<file path="src/design/weighted_level_order_compare_core_defines.svh">
// Assertion macros for the weighted level order compare RTL, used by wloc_merge.
// Depends on nothing; the including module provides clk_i and rst_ni.
`ifndef WEIGHTED_LEVEL_ORDER_COMPARE_CORE_DEFINES_SVH
`define WEIGHTED_LEVEL_ORDER_COMPARE_CORE_DEFINES_SVH

// Same-cycle implication, checked outside reset.
`define WLOC_ASSERT_NOW(lbl, ante, cons, msg) \
  lbl: assert property (@(posedge clk_i) disable iff (!rst_ni) (ante) |-> (cons)) \
    else $error(msg);

// Next-cycle implication, checked outside reset.
`define WLOC_ASSERT_NEXT(lbl, ante, cons, msg) \
  lbl: assert property (@(posedge clk_i) disable iff (!rst_ni) (ante) |=> (cons)) \
    else $error(msg);

`endif

</file>
<file path="src/design/wloc_pkg.sv">
// Package for the weighted level order compare core: widths, codes, beat types.
// Used by every module of the block; depends on nothing.
package wloc_pkg;

  localparam int CodeWidth = 64;                 // 8 .. 64
  localparam int HalfW     = (CodeWidth + 1) / 2; // partial product operand width
  localparam int PartW     = 2 * HalfW;
  localparam int ExtW      = 4 * HalfW;
  localparam int ProdW     = 2 * CodeWidth;
  localparam int SumW      = 128;

  typedef enum logic [1:0] {
    ModeTerm  = 2'd0,
    ModeLevel = 2'd1,
    ModeKey   = 2'd2
  } mode_e;

  typedef enum logic [1:0] {
    StOk       = 2'd0,
    StRange    = 2'd1,
    StOverflow = 2'd2
  } status_e;

  localparam logic signed [1:0] OrderLeft  = -2'sd1;
  localparam logic signed [1:0] OrderEqual = 2'sd0;
  localparam logic signed [1:0] OrderRight = 2'sd1;

  typedef struct packed {
    logic [1:0]  mode;
    logic [63:0] left_code;
    logic [63:0] right_code;
    logic [63:0] weight;
    logic [63:0] max_code;
    logic [7:0]  left_byte;
    logic        left_byte_valid;
    logic [7:0]  right_byte;
    logic        right_byte_valid;
    logic        last;
  } in_beat_t;

  typedef struct packed {
    logic signed [1:0] order;
    logic [1:0]        status;
  } out_beat_t;

  // Non-arithmetic part of a beat, carried alongside the multiplier lanes.
  typedef struct packed {
    logic       valid;
    logic [1:0] mode;
    logic [7:0] left_byte;
    logic       left_byte_valid;
    logic [7:0] right_byte;
    logic       right_byte_valid;
    logic       last;
  } meta_t;

endpackage

</file>
<file path="src/design/wloc_merge.sv">
// Merge stage: level sums, faults, decision state and the result register.
// Depends on wloc_pkg and weighted_level_order_compare_core_defines.svh.
`include "weighted_level_order_compare_core_defines.svh"

module wloc_merge import wloc_pkg::*; (
  input  logic             clk_i,
  input  logic             rst_ni,
  input  meta_t            meta_i,
  input  logic [ProdW-1:0] left_prod_i,
  input  logic             left_range_i,
  input  logic [ProdW-1:0] right_prod_i,
  input  logic             right_range_i,
  output logic             en_o,
  output logic             out_valid_o,
  output out_beat_t        out_beat_o,
  input  logic             out_stall_i
);

  logic [SumW-1:0]   left_total_q, left_total_d, right_total_q, right_total_d;
  status_e           left_fault_q, left_fault_d, right_fault_q, right_fault_d;
  logic              decided_q, decided_d;
  logic signed [1:0] held_order_q, held_order_d;
  status_e           held_status_q, held_status_d;
  logic              out_valid_q;
  out_beat_t         out_q, out_d;
  logic [SumW:0]     left_sum, right_sum;
  logic              active;

  assign en_o   = !(out_valid_q && out_stall_i);
  assign active = meta_i.valid && en_o;

  assign left_sum  = {1'b0, left_total_q} + (SumW + 1)'(left_prod_i);
  assign right_sum = {1'b0, right_total_q} + (SumW + 1)'(right_prod_i);

  always_comb begin
    left_total_d  = left_total_q;
    right_total_d = right_total_q;
    left_fault_d  = left_fault_q;
    right_fault_d = right_fault_q;
    decided_d     = decided_q;
    held_order_d  = held_order_q;
    held_status_d = held_status_q;
    out_d         = out_q;

    if (active && !decided_q) begin
      case (meta_i.mode)
        ModeTerm: begin
          if (left_fault_q == StOk) begin
            if (left_range_i)          left_fault_d = StRange;
            else if (left_sum[SumW])   left_fault_d = StOverflow;
            else                       left_total_d = left_sum[SumW-1:0];
          end
          if (right_fault_q == StOk) begin
            if (right_range_i)         right_fault_d = StRange;
            else if (right_sum[SumW])  right_fault_d = StOverflow;
            else                       right_total_d = right_sum[SumW-1:0];
          end
        end
        ModeLevel: begin
          if (left_fault_q != StOk) begin
            decided_d     = 1'b1;
            held_order_d  = OrderEqual;
            held_status_d = left_fault_q;
          end else if (right_fault_q != StOk) begin
            decided_d     = 1'b1;
            held_order_d  = OrderEqual;
            held_status_d = right_fault_q;
          end else if (left_total_q != right_total_q) begin
            decided_d     = 1'b1;
            held_order_d  = (left_total_q < right_total_q) ? OrderLeft : OrderRight;
            held_status_d = StOk;
          end
          left_total_d  = '0;
          right_total_d = '0;
          left_fault_d  = StOk;
          right_fault_d = StOk;
        end
        ModeKey: begin
          if (meta_i.left_byte_valid && meta_i.right_byte_valid) begin
            if (meta_i.left_byte != meta_i.right_byte) begin
              decided_d     = 1'b1;
              held_order_d  = (meta_i.left_byte < meta_i.right_byte) ? OrderLeft
                                                                      : OrderRight;
              held_status_d = StOk;
            end
          end else if (meta_i.left_byte_valid) begin
            decided_d     = 1'b1;
            held_order_d  = OrderRight;
            held_status_d = StOk;
          end else if (meta_i.right_byte_valid) begin
            decided_d     = 1'b1;
            held_order_d  = OrderLeft;
            held_status_d = StOk;
          end
        end
        default: begin
        end
      endcase
    end

    // last beat: emit the outcome and return to the idle request state
    if (active && meta_i.last) begin
      if (decided_d) begin
        out_d.status = held_status_d;
        out_d.order  = (held_status_d != StOk) ? OrderEqual : held_order_d;
      end else begin
        out_d.status = StOk;
        out_d.order  = OrderEqual;
      end
      left_total_d  = '0;
      right_total_d = '0;
      left_fault_d  = StOk;
      right_fault_d = StOk;
      decided_d     = 1'b0;
      held_order_d  = OrderEqual;
      held_status_d = StOk;
    end
  end

  always_ff @(posedge clk_i or negedge rst_ni) begin
    if (!rst_ni) begin
      left_total_q  <= '0;
      right_total_q <= '0;
      left_fault_q  <= StOk;
      right_fault_q <= StOk;
      decided_q     <= 1'b0;
      held_order_q  <= OrderEqual;
      held_status_q <= StOk;
      out_valid_q   <= 1'b0;
    end else begin
      left_total_q  <= left_total_d;
      right_total_q <= right_total_d;
      left_fault_q  <= left_fault_d;
      right_fault_q <= right_fault_d;
      decided_q     <= decided_d;
      held_order_q  <= held_order_d;
      held_status_q <= held_status_d;
      if (en_o) begin
        out_valid_q <= meta_i.valid && meta_i.last;
      end
    end
  end

  always_ff @(posedge clk_i) begin
    out_q <= out_d;
  end

  assign out_valid_o = out_valid_q;
  assign out_beat_o  = out_q;

  `WLOC_ASSERT_NEXT(a_out_follows_last, en_o, out_valid_q == $past(meta_i.valid && meta_i.last), "result beat does not match a last beat")
  `WLOC_ASSERT_NEXT(a_clear_after_last, active && meta_i.last, !decided_q && left_total_q == '0 && right_total_q == '0 && left_fault_q == StOk, "request state not cleared after last beat")
  `WLOC_ASSERT_NEXT(a_decision_sticks, decided_q && !(active && meta_i.last), decided_q && $stable(held_order_q) && $stable(held_status_q), "decision changed within a request")
  `WLOC_ASSERT_NOW(a_fault_order_zero, out_valid_q && out_q.status != StOk, out_q.order == OrderEqual, "faulty result carries nonzero order")
  `WLOC_ASSERT_NOW(a_order_legal, out_valid_q, out_q.order != 2'b10 && out_q.status != 2'b11, "illegal result code")

endmodule

</file>
<file path="config.mk">
export PLATFORM = sky130hd
export DESIGN_NAME = wloc_merge
export DESIGN_NICKNAME = d
export VERILOG_FILES = /design/src/design/wloc_pkg.sv /design/src/design/wloc_merge.sv
export VERILOG_INCLUDE_DIRS = /design/src /design/src/design
export SDC_FILE = /design/constraint.sdc
export NUM_CORES = 1
export LEC_CHECK = 0
export BUFFER_PORTS_ARGS = -buffer_cell sky130_fd_sc_hd__buf_2
export CAP_MARGIN = 0
export CORE_MARGIN = 2
export CORE_UTILIZATION = 62
export DETAILED_ROUTE_END_ITERATION = 6
export GPL_ROUTABILITY_DRIVEN = 0
export PLACE_DENSITY = 0.83
export REMOVE_ABC_BUFFERS = 1
export SYNTH_ARGS = -nofsm -noshare
export SYNTH_HDL_FRONTEND = slang
export SYNTH_SLANG_ARGS = --single-unit
</file>
<file path="constraint.sdc">
create_clock -name clk_i -period 5 [get_ports clk_i]
set_input_delay 0.75 -clock clk_i [delete_from_list [all_inputs] [get_ports clk_i]]
set_output_delay 0.75 -clock clk_i [all_outputs]
set_load 0.05 [all_outputs]
</file>
* After elaboration in Yosys (flattened, before gate mapping)
Index checks and enable logic that the tools add are counted.
Widths: inputs -> output; s select.
** Operators by class
- $add $sub $neg :: 2
- Reductions and logical operators :: 21
- Muxes and demuxes :: 56
- $lt $le $gt $ge :: 2
- Equality and inequality tests :: 12
- Bitwise logic cells :: 1
** Operator list (count)
- $mux 128 :: 10
- $pmux 128 s2 :: 2
- $add 128x128->129 :: 2
- $lt 128x128->1 :: 1
- $ne 128x128->1 :: 1
- $mux 2 :: 30
- $ne 3x3->1 const B :: 6
- $pmux 2 s2 :: 4
- $reduce_and 5->1 :: 2
- $mux 1 :: 9
- $lt 8x8->1 :: 1
- $ne 4x4->1 const B :: 2
- $ne 8x8->1 :: 1
- $reduce_and 4->1 :: 2
- $reduce_bool 2->1 :: 4
- $logic_and 1x1->1 :: 6
- $logic_not 2->1 :: 3
- $reduce_bool 3->1 :: 1
- $eq 2x1->1 const B :: 1
- $eq 2x2->1 const B :: 1
- $logic_not 1->1 :: 2
- $pmux 1 s2 :: 1
- $reduce_or 2->1 :: 1
- $not 1->1 :: 1
** Storage, ports and cells
- Word-level logic and storage cells :: 104
- Register bits after elaboration :: 270
- Output and inout bits :: 6
- Bits of input ports :: 283

* Longest topological paths before layout
Gate-level depths: netlist (run 1).
- Depth in word-level cells :: 8
- Gate-level depth with buffers :: 18
- Mapped depth without buffers :: 16

* Least setup slack after synthesis (run 1)
No wires, ideal clock.
- Path kind :: input to register
- Start :: input port left_prod_i[0]
- End :: register left_total_q[3]
- Data required time :: 4890 ps
- Stages :: 18
- Path slack :: 1123 ps
- Arrival time :: 3767 ps
- Path buffers :: 2
- Library setup time :: 110 ps
- Path through :: ha_1 > inv_1 > fa_1 > nand2b_1 > a21o_1 > a21oi_1 > o2111ai_1 > a21oi_1 > nor3_1 > o21ai_1 > nand2_1 > a21boi_1 > a21boi_1 > a21boi_1 > clkbuf_1 > buf_2 > nand2_1 > o41ai_1
** Between the ends
- Longest elaborated chain between the ends :: 7
- Elaborated cells between the ends (all ways) :: 9
- Classes of those cells :: 1 x add/sub; 1 x eq/ne; 6 x mux; 1 x reduce/logical
** Ends and longest elaborated chain
- start: declaration :: line wloc_merge.sv:9 : input logic [ProdW-1:0] left_prod_i,
- $add 128x128->129 (*) :: line wloc_merge.sv:32 : assign left_sum = {1'b0, left_total_q} + (SumW + 1)'(left_prod_i);
- $mux 128 :: line wloc_merge.sv:50 : else if (left_sum[SumW]) left_fault_d = StOverflow;
- $mux 128 :: line wloc_merge.sv:49 : if (left_range_i) left_fault_d = StRange;
- $mux 128 :: line wloc_merge.sv:48 : if (left_fault_q == StOk) begin
- $pmux 128 s2 :: line wloc_merge.sv:46 : case (meta_i.mode)
- $mux 128 :: line wloc_merge.sv:45 : if (active && !decided_q) begin
- $mux 128 :: line wloc_merge.sv:102 : if (active && meta_i.last) begin
- end signal: assignment :: line wloc_merge.sv:131 : left_total_q <= left_total_d;
- end: declaration :: line wloc_merge.sv:19 : logic [SumW-1:0] left_total_q, left_total_d, right_total_q, right_total_d;
Mark *: on every way between the ends. The rest lies on a longest branch, timed or not. The select of a mux whose other input is x is not followed.
A chain may end at the register's enable or synchronous reset.

* Worst setup path in the final report (run 1)
- Start :: register left_total_q[0]
- End :: register left_total_q[46]
** Between the ends
- Longest elaborated chain between the ends :: 7
- Elaborated cells between the ends (all ways) :: 9
- Classes of those cells :: 1 x add/sub; 1 x eq/ne; 6 x mux; 1 x reduce/logical
** Ends and longest elaborated chain (line)
- $add 128x128->129 (*) :: wloc_merge.sv:32
- $mux 128 :: wloc_merge.sv:50
- $mux 128 :: wloc_merge.sv:49
- $mux 128 :: wloc_merge.sv:48
- $pmux 128 s2 :: wloc_merge.sv:46
- $mux 128 :: wloc_merge.sv:45
- $mux 128 :: wloc_merge.sv:102
Marks and branches as above.

==> run metrics, run 1 <==
outcome=completed; CTS Sinks=270; Final Max Slew Viols=0; Final Setup Violations=0; routed vias/inst=6.52; placed cell area=31800 um2; share of the synthesized area in the top cell type=22.3%; Tot GR Track Use=36.8%; H-tree depth=1; deepest clock path buffer count=3; GR Overflow Total=0; die area=49900 um2; drc violations=0; Max Clk Rate=210 MHz; post-route ant nets=0; Placed Cells incl. Taps=4646; vias in the first global route=28.3k; Hold Fails Final Rpt=0; Post-synth top cells=a21oi_1, nand2_1, ha_1; Setup TNS Final=0 ns; drt first pass iters=6; RSZ-0062 raised after global routing=no; first-pass GRT wire length=148000 um; largest cells by area after synthesis=dfrtp_1, ha_1, a21oi_1; leading area contributor after synthesis=dfrtp_1; family with the most delay on the worst path=compound AO/OA/AOI/OAI gates; sequential share of the synthesized area=22.7%; synthesis-stage register bit count=270; die width=223 um; share of post-route cells with drive strength above 1=11.1%; Max stage delay on crit path=0.46 ns; dominant synthesized flop cell=dfrtp_1; via count=30.7k; final cell count without fillers=4702; critical path arrival=5.25 ns; Final nets=4744; CP cell instances=ha_1 -> inv_1 -> fa_1 -> nand2b_1 -> a21o_1 -> a21oi_1 -> o2111ai_1 -> a21oi_1 -> nor3_1 -> o21ai_2 -> nand2_1 -> a21boi_1 -> a21boi_1 -> a21boi_4 -> buf_12 -> buf_12 -> nand2_1 -> o31ai_1; I/O pin cnt=289; Synth Warn #=0; CP bufs+invs=3; dpl hpwl=74800 um; routed len/inst=20.1 um; power per cell area=660 nW/um2; Slew headroom=37.2%; Syn-to-layout area delta=10.2%; Overall Power=21700 uW; final wirelength=94400 um; WP data required=5.49 ns; crit path max fanout=53; post-route cell area=32800 um2; worst vdd ir=0.000318 V; CP Class=flip-flop to flip-flop; Worst Hold Class=primary input to async pin; CTS root buf=clkbuf_16; Leakage=0.0156 uW; Crit. End Element=flip-flop; Mapped Cells=3886; Slew @ Worst Pin=0.942 ns; Worst Skew=0.0294 ns; Setup crit start kind=flip-flop; final worst-path cycle share=95.2%; Skew-Pair Late Insertion Delay=0.60 ns; Site Rows=80; syn_area_per_cell=7.67 um2; postcts setup bufs=0; # port buffers=288; Die H=223 um; max-cap viol count=0; clock slew at reported path FFs=0.06 ns; pin count of the biggest net entering global routing=112; Iteration-0 DRC Markers=3223; Yosys cell types=98; Synth Cell Area=29800 um2; Core Area=47600 um2; CTS tree=built; CTS buffer count=31; crit path max-delay cell type=a21oi_1; async set or reset register ratio after synthesis=98.5%; Final min period=4.76 ns; initial antenna violation count=3; initial core utilization=62.6%; EDFF count, synth=4
[cells in the final DEF, fill, tap and decap left out, types with 149 or more instances in the layout]
master and instances:
inv_1 227, buf_2 287, xnor2_1 162, ha_1 395
o21ai_0 242, nand4_1 149, dfrtp_1 266, nor2_1 238
nand2_1 426, a21oi_1 426, a21o_1 177
[report_power, final]
group	switching, uW	internal (uW)
clock network	969	1380
registers	967	3150
logic	9120	6090
total	11100	10600
[path summary, 6_finish.rpt]
kind	cells past startpoint	slack [ns]	startpoint	endpoint
max in group asynchronous	2	3.59	rst_ni	right_total_q[46]
setup reg to reg	18	0.24	left_total_q[0]	left_total_q[46]
hold / removal	1	0.23	rst_ni	left_total_q[2]
setup / recovery	18	0.24	left_total_q[0]	left_total_q[46]
hold reg to reg	1	0.51	out_valid_o	out_valid_o
min in group clk_i	2	0.40	out_stall_i	out_valid_o
[cells by family after synthesis]
group / Yosys count / synth area share [%]
AO/OA/AOI/OAI: 1400 / 29.5
XOR/XNOR: 247 / 7.26
adder cells (fa/ha/maj): 397 / 16.7
buffers and inverters: 434 / 5.85
flip-flops: 270 / 22.7
multiplexers: 1 / 0.0336
AND/OR/NAND/NOR: 1137 / 17.9
[registers in the layout, indices dropped and copies added, names as in the netlist]
name,count
left_total_q,128
right_total_q,128
out_beat_o,4
held_order_q,2
held_status_q,2
left_fault_q,2
right_fault_q,2
decided_q,1
out_valid_o,1
[repair_timing]
| item | 4_1_cts | 5_1_grt |
|---|---|---|
| hold buffers | 0 | 0 |
| endpoints found under the setup margin | 0 | 45 |
| resized for setup | 0 | 2 |
[layer usage]
metal	GRT usage, %	part of all wire [%]	vias to the layer above
met4	16.3	5.0	2
met5	0	0.012	-
met3	5.29	9.5	248
met1	51.5	43	14300
li1	-	-	14600
met2	56.5	43	1547
[stage by stage]
stage	utilization (%)	setup WS [ns]	hold slack, ns
2_1_floorplan	-	-6.76	0.454
3_3_place_gp	66.7	-0.104	0.483
3_5_place_dp	66.7	-0.235	0.502
4_1_cts	68.9	0.203	0.281
5_1_grt	68.9	0.0116	0.301
6_report	68.9	0.242	0.226
[worst reg2reg max path: stages (launching register included)]
cell and delay [ns]:
dfrtp_1 0.39, ha_1 0.20, inv_1 0.06, fa_1 0.40, nand2b_1 0.21, a21o_1 0.19
a21oi_1 0.25, o2111ai_1 0.34, a21oi_1 0.46, nor3_1 0.18, o21ai_2 0.35, nand2_1 0.15
a21boi_1 0.21, a21boi_1 0.22, a21boi_4 0.30, buf_12 0.26, buf_12 0.28, nand2_1 0.12
o31ai_1 0.09
[area by class of cell]
| type | count | area, um2 |
|---|---|---|
| Tap cell | 615 | 769 |
| Inverter | 227 | 852 |
| Multi-Input combinational cell | 3182 | 21400 |
| Fill cell | 4043 | 14800 |
| Clock inverter | 9 | 101 |
| Clock buffer | 46 | 932 |
| Antenna cell | 1 | 2.50 |
| Timing Repair Buffer | 352 | 2060 |
| Sequential cell | 270 | 6780 |
No activity file was read; power rests on OpenSTA's default activity.
==> run 2, diff against run 1 <==
ABC_AREA = 1   (was default)
CORE_UTILIZATION = 64   (was 62)
PLACE_DENSITY = 0.84   (was 0.83)
==> run 2 against run 1 <==
  * The run now fails in global routing
  * Area after synthesis grew 32%
  * Synthesized cell count grew 88%
==> run metrics, run 2 <==
outcome=did not finish; failing step=global routing; first error=[ERROR GRT-0116] Global routing finished with congestion. Check the congestion regions in the DRC Viewer.; initial core utilization=64.4% (+1.8 points); sequential share of the synthesized area=17.2% (-5.6 points); Tot GR Track Use=54.2%; postcts setup bufs=0 (unchanged); async set or reset register ratio after synthesis=98.5% (unchanged); dominant synthesized flop cell=dfrtp_1; compound-gate portion of the synthesized area=15.4% (-14 points); synthesis-stage register bit count=270 (unchanged); most frequent cell after synthesis=nand2_1; Site Rows=91 (+14%); Simple-Gate Fraction of Synth Area=40.3% (+22 points); Yosys cell types=43 (-56%); CTS resizes=0 (unchanged); die width=252 um (+13%); EDFF count, synth=4 (unchanged); share of the synthesized area in the top cell type=25.5% (+3.2 points); Placed Cells incl. Taps=8299 (+79%); largest cells by area after synthesis=nand2_1, dfrtp_1, ha_1; I/O pin cnt=289 (unchanged); vias in the first global route=46.8k; leading area contributor after synthesis=nand2_1; first-pass GRT wire length=262000 um; # port buffers=288 (unchanged); syn_area_per_cell=5.42 um2 (-29%); Synth Warn #=0 (unchanged); dpl hpwl=142000 um (+90%); CTS Sinks=270 (unchanged); fraction of the mapped netlist area in adder cells=12.6% (-4.1 points); Synth Area in XOR/XNOR=0.111% (-7.1 points); Die H=252 um (+13%); CTS buffer count=36 (+16%); Post-synth top cells=nand2_1, inv_1, nor2_1; hold_buf cts=0 (unchanged); combinational family with the most area after synthesis=simple AND/OR/NAND/NOR gates; H-tree depth=2 (+1); deepest clock path buffer count=3 (unchanged); pin count of the biggest net entering global routing=125; Synth Cell Area=39500 um2 (+32%); CTS root buf=clkbuf_16; mux share of post-synthesis cell area=0% (-0.034 points); GR Overflow Total=10; Mapped Cells=7290 (+88%)
==> run 2: cell count changes after synthesis, sizes merged, moves of 174 or more <==
| cell | previous run | this run |
|---|---|---|
| a21oi | 429 | 604 |
| inv | 227 | 1355 |
| nand2 | 427 | 2692 |
| nand3 | 104 | 296 |
| nor2 | 240 | 806 |
| o21ai | 336 | 510 |
==> run 2: per-stage QoR <==
step                util [%]  setup WS, ns  setup TNS (ns)  hold WS, ns  area, um2
CTS                     69.8          1.40               0        0.180      42800
detailed placement      67.8          1.10               0        0.489      41600
global placement        67.8          1.23               0        0.487      41600
floorplan                  -         -6.24         -873.10        0.454      38900
==> run 2: cells by family after synthesis <==
family                   after synthesis
XOR/XNOR                               5
adder cells (fa/ha/maj)              397
AO/OA/AOI/OAI                       1179
flip-flops                           270
buffers and inverters               1447
AND/OR/NAND/NOR                     3992
==> run 2: per-layer routing <==
metal	GRT overflow	global-route usage [%]
met1	0	61.3
met2	2	75.8
met3	2	24.9
met4	6	48.4
met5	0	2.78
==> run 3, diff against run 2 <==
CORE_UTILIZATION = 40   (was 64)
PLACE_DENSITY = default   (was 0.84)
PLACE_DENSITY_LB_ADDON = 0.15   (was default)
==> run 3 against run 2 <==
  * The flow now finishes without violations
  * Synthesized cell count is the same
  * Area after synthesis stayed put
==> run metrics, run 3 <==
power per cell area=616 nW/um2; sequential share of the synthesized area=17.2% (unchanged); Iteration-0 DRC Markers=5437; Internal=10700 uW; clock slew at reported path FFs=0.06 ns; Skew-Pair Late Insertion Delay=0.63 ns; drc violations=0; Yosys cell types=43 (unchanged); hold_buf cts=0 (unchanged); I/O pin cnt=289 (unchanged); dpl hpwl=164000 um (+16%); async set or reset register ratio after synthesis=98.5% (unchanged); via count=47.5k; max-cap viol count=0; synthesis-stage register bit count=270 (unchanged); share of the synthesized area in the top cell type=25.5% (unchanged); Worst Hold Class=primary input to async pin; Final nets=8232; vias in the first global route=43.7k; final setup margin=1.01 ns; Worst Skew=0.0211 ns; CTS root buf=clkbuf_16; Simple-Gate Fraction of Synth Area=40.3% (unchanged); fraction of the mapped netlist area in adder cells=12.6% (unchanged); share of post-route cells with drive strength above 1=6.14%; postcts setup bufs=0 (unchanged); Crit. End Element=flip-flop; Sw Ratio=60.2%; WP data required=5.56 ns; commonest non-fill, non-tap cell in the layout=nand2_1; CTS buffer count=40 (+11%); # port buffers=288 (unchanged); CP Class=flip-flop to flip-flop; dominant synthesized flop cell=dfrtp_1; CTS tree=built; crit path max fanout=46; EDFF count, synth=4 (unchanged); outcome=completed; Synth Warn #=0 (unchanged); syn_area_per_cell=5.42 um2 (unchanged); routed len/inst=21.7 um; drt first pass iters=6; die area=101000 um2; Die H=318 um (+26%); die width=318 um (+26%); GR Overflow Total=0; CTS resizes=0 (unchanged); post-route ant nets=0; Synth Area in XOR/XNOR=0.111% (unchanged); compound-gate portion of the synthesized area=15.4% (unchanged); first-pass GRT wire length=277000 um; routed vias/inst=5.35; H-tree depth=2 (unchanged); Site Rows=115 (+26%); CTS Sinks=270 (unchanged); mux share of post-synthesis cell area=0% (unchanged); fin util=44.4%; largest cells by area after synthesis=nand2_1, dfrtp_1, ha_1; Setup crit start kind=flip-flop; Leakage=0.0245 uW; Synth Cell Area=39500 um2 (unchanged); Syn-to-layout area delta=10.4%; pre-CTS WS=0.850 ns (-0.253 ns); Final min period=3.99 ns; Final Max Slew Viols=0; Logic pwr share=69.9%; Core Area=98100 um2; leading area contributor after synthesis=nand2_1; initial core utilization=40.2% (-24 points); Final Setup Violations=0; critical path arrival=4.55 ns; Mapped Cells=7290 (unchanged); final worst-path cycle share=79.9%; initial antenna violation count=8; Slew @ Worst Pin=1.22 ns; share of power burned in registers=18.4%; combinational family with the most area after synthesis=simple AND/OR/NAND/NOR gates; Psw=16200 uW; Clock power frac=11.6%; Hold Fails Final Rpt=0; most frequent cells in the layout=nand2_1, inv_1, nor2_1; most frequent cell after synthesis=nand2_1; deepest clock path buffer count=3 (unchanged); RSZ-0062 raised after global routing=no; pin count of the biggest net entering global routing=113; worst vdd ir=0.000293 V; final wirelength=193000 um; Slew headroom=18.1%; Max Clk Rate=250 MHz; Tot GR Track Use=36.9%; Post-synth top cells=nand2_1, inv_1, nor2_1
## run 3: worst paths after layout
| path | from | endpoint | slack (ns) | depth (start not counted) |
|---|---|---|---|---|
| max reg2reg | left_total_q[56] | left_total_q[49] | 1.01 | 16 |
| min reg2reg | right_fault_q[1] | right_fault_q[1] | 0.51 | 2 |
| min | rst_ni | left_total_q[10] | 0.10 | 1 |
| max | left_total_q[56] | left_total_q[49] | 1.01 | 16 |
| min in group clk_i | out_stall_i | out_valid_o | 0.45 | 3 |
| max in group asynchronous | rst_ni | right_total_q[110] | 3.78 | 2 |
## run 3: cells by family after synthesis
logic type      count (synthesis)
fa+ha+maj                     397
simple gates                 3992
flops                         270
xor+xnor                        5
buf+inv                      1447
compound gates               1179
## run 3: layout make-up
type | instances | area, um2
Antenna cell | 4 | 10.0
Multi-Input combinational cell | 5573 | 27100
Inverter | 1362 | 5110
Timing Repair Buffer | 305 | 1670
Fill cell | 11200 | 54500
Tap cell | 1287 | 1610
Clock inverter | 14 | 241
Sequential cell | 270 | 6780
Clock buffer | 55 | 1130
## run 3: worst max-delay path, cell delays in order (launching register included)
cell and delay (ns):
dfrtp_1 0.54, ha_1 0.54, nand2_1 0.13, nor2_1 0.15, inv_1 0.08, nor2_1 0.42
nand2_1 0.19, nor2_1 0.17, nand2_1 0.08, nand2_2 0.21, nand3_2 0.11, nand2_2 0.12
nand2_4 0.17, nand2_8 0.35, buf_4 0.39, nand2_1 0.11, o21ai_1 0.08
## run 3: layer usage
metal	wire length [um]	global-route usage, %	up-vias
li1	-	-	23300
met1	76300	46.6	21200
met2	79300	55.9	2377
met3	18700	6.23	595
met4	18400	29.0	6
met5	42	0	-
## run 3: power groups by stage
stage	clock, uW	combinational, uW	sequential [uW]
2_1_floorplan	0	12300	3790
3_3_place_gp	0	17900	4820
3_5_place_dp	0	18100	4820
4_1_cts	3160	18100	4790
5_1_grt	3240	20700	4950
6_report	3120	18800	4960
## run 3: stage by stage
stage / area (um2) / cells / TNS [ns] / hold WS [ns] / power (uW)
2_1_floorplan: 38900 / 7205 / -873.10 / 0.454 / 16100
3_5_place_dp: 42200 / 8797 / 0 / 0.491 / 22900
4_1_cts: 43600 / 8866 / 0 / 0.149 / 26100
6_report: 43600 / 8870 / 0 / 0.102 / 26900
5_1_grt: 43600 / 8867 / 0 / 0.162 / 28900
3_3_place_gp: 42200 / 8797 / 0 / 0.493 / 22800
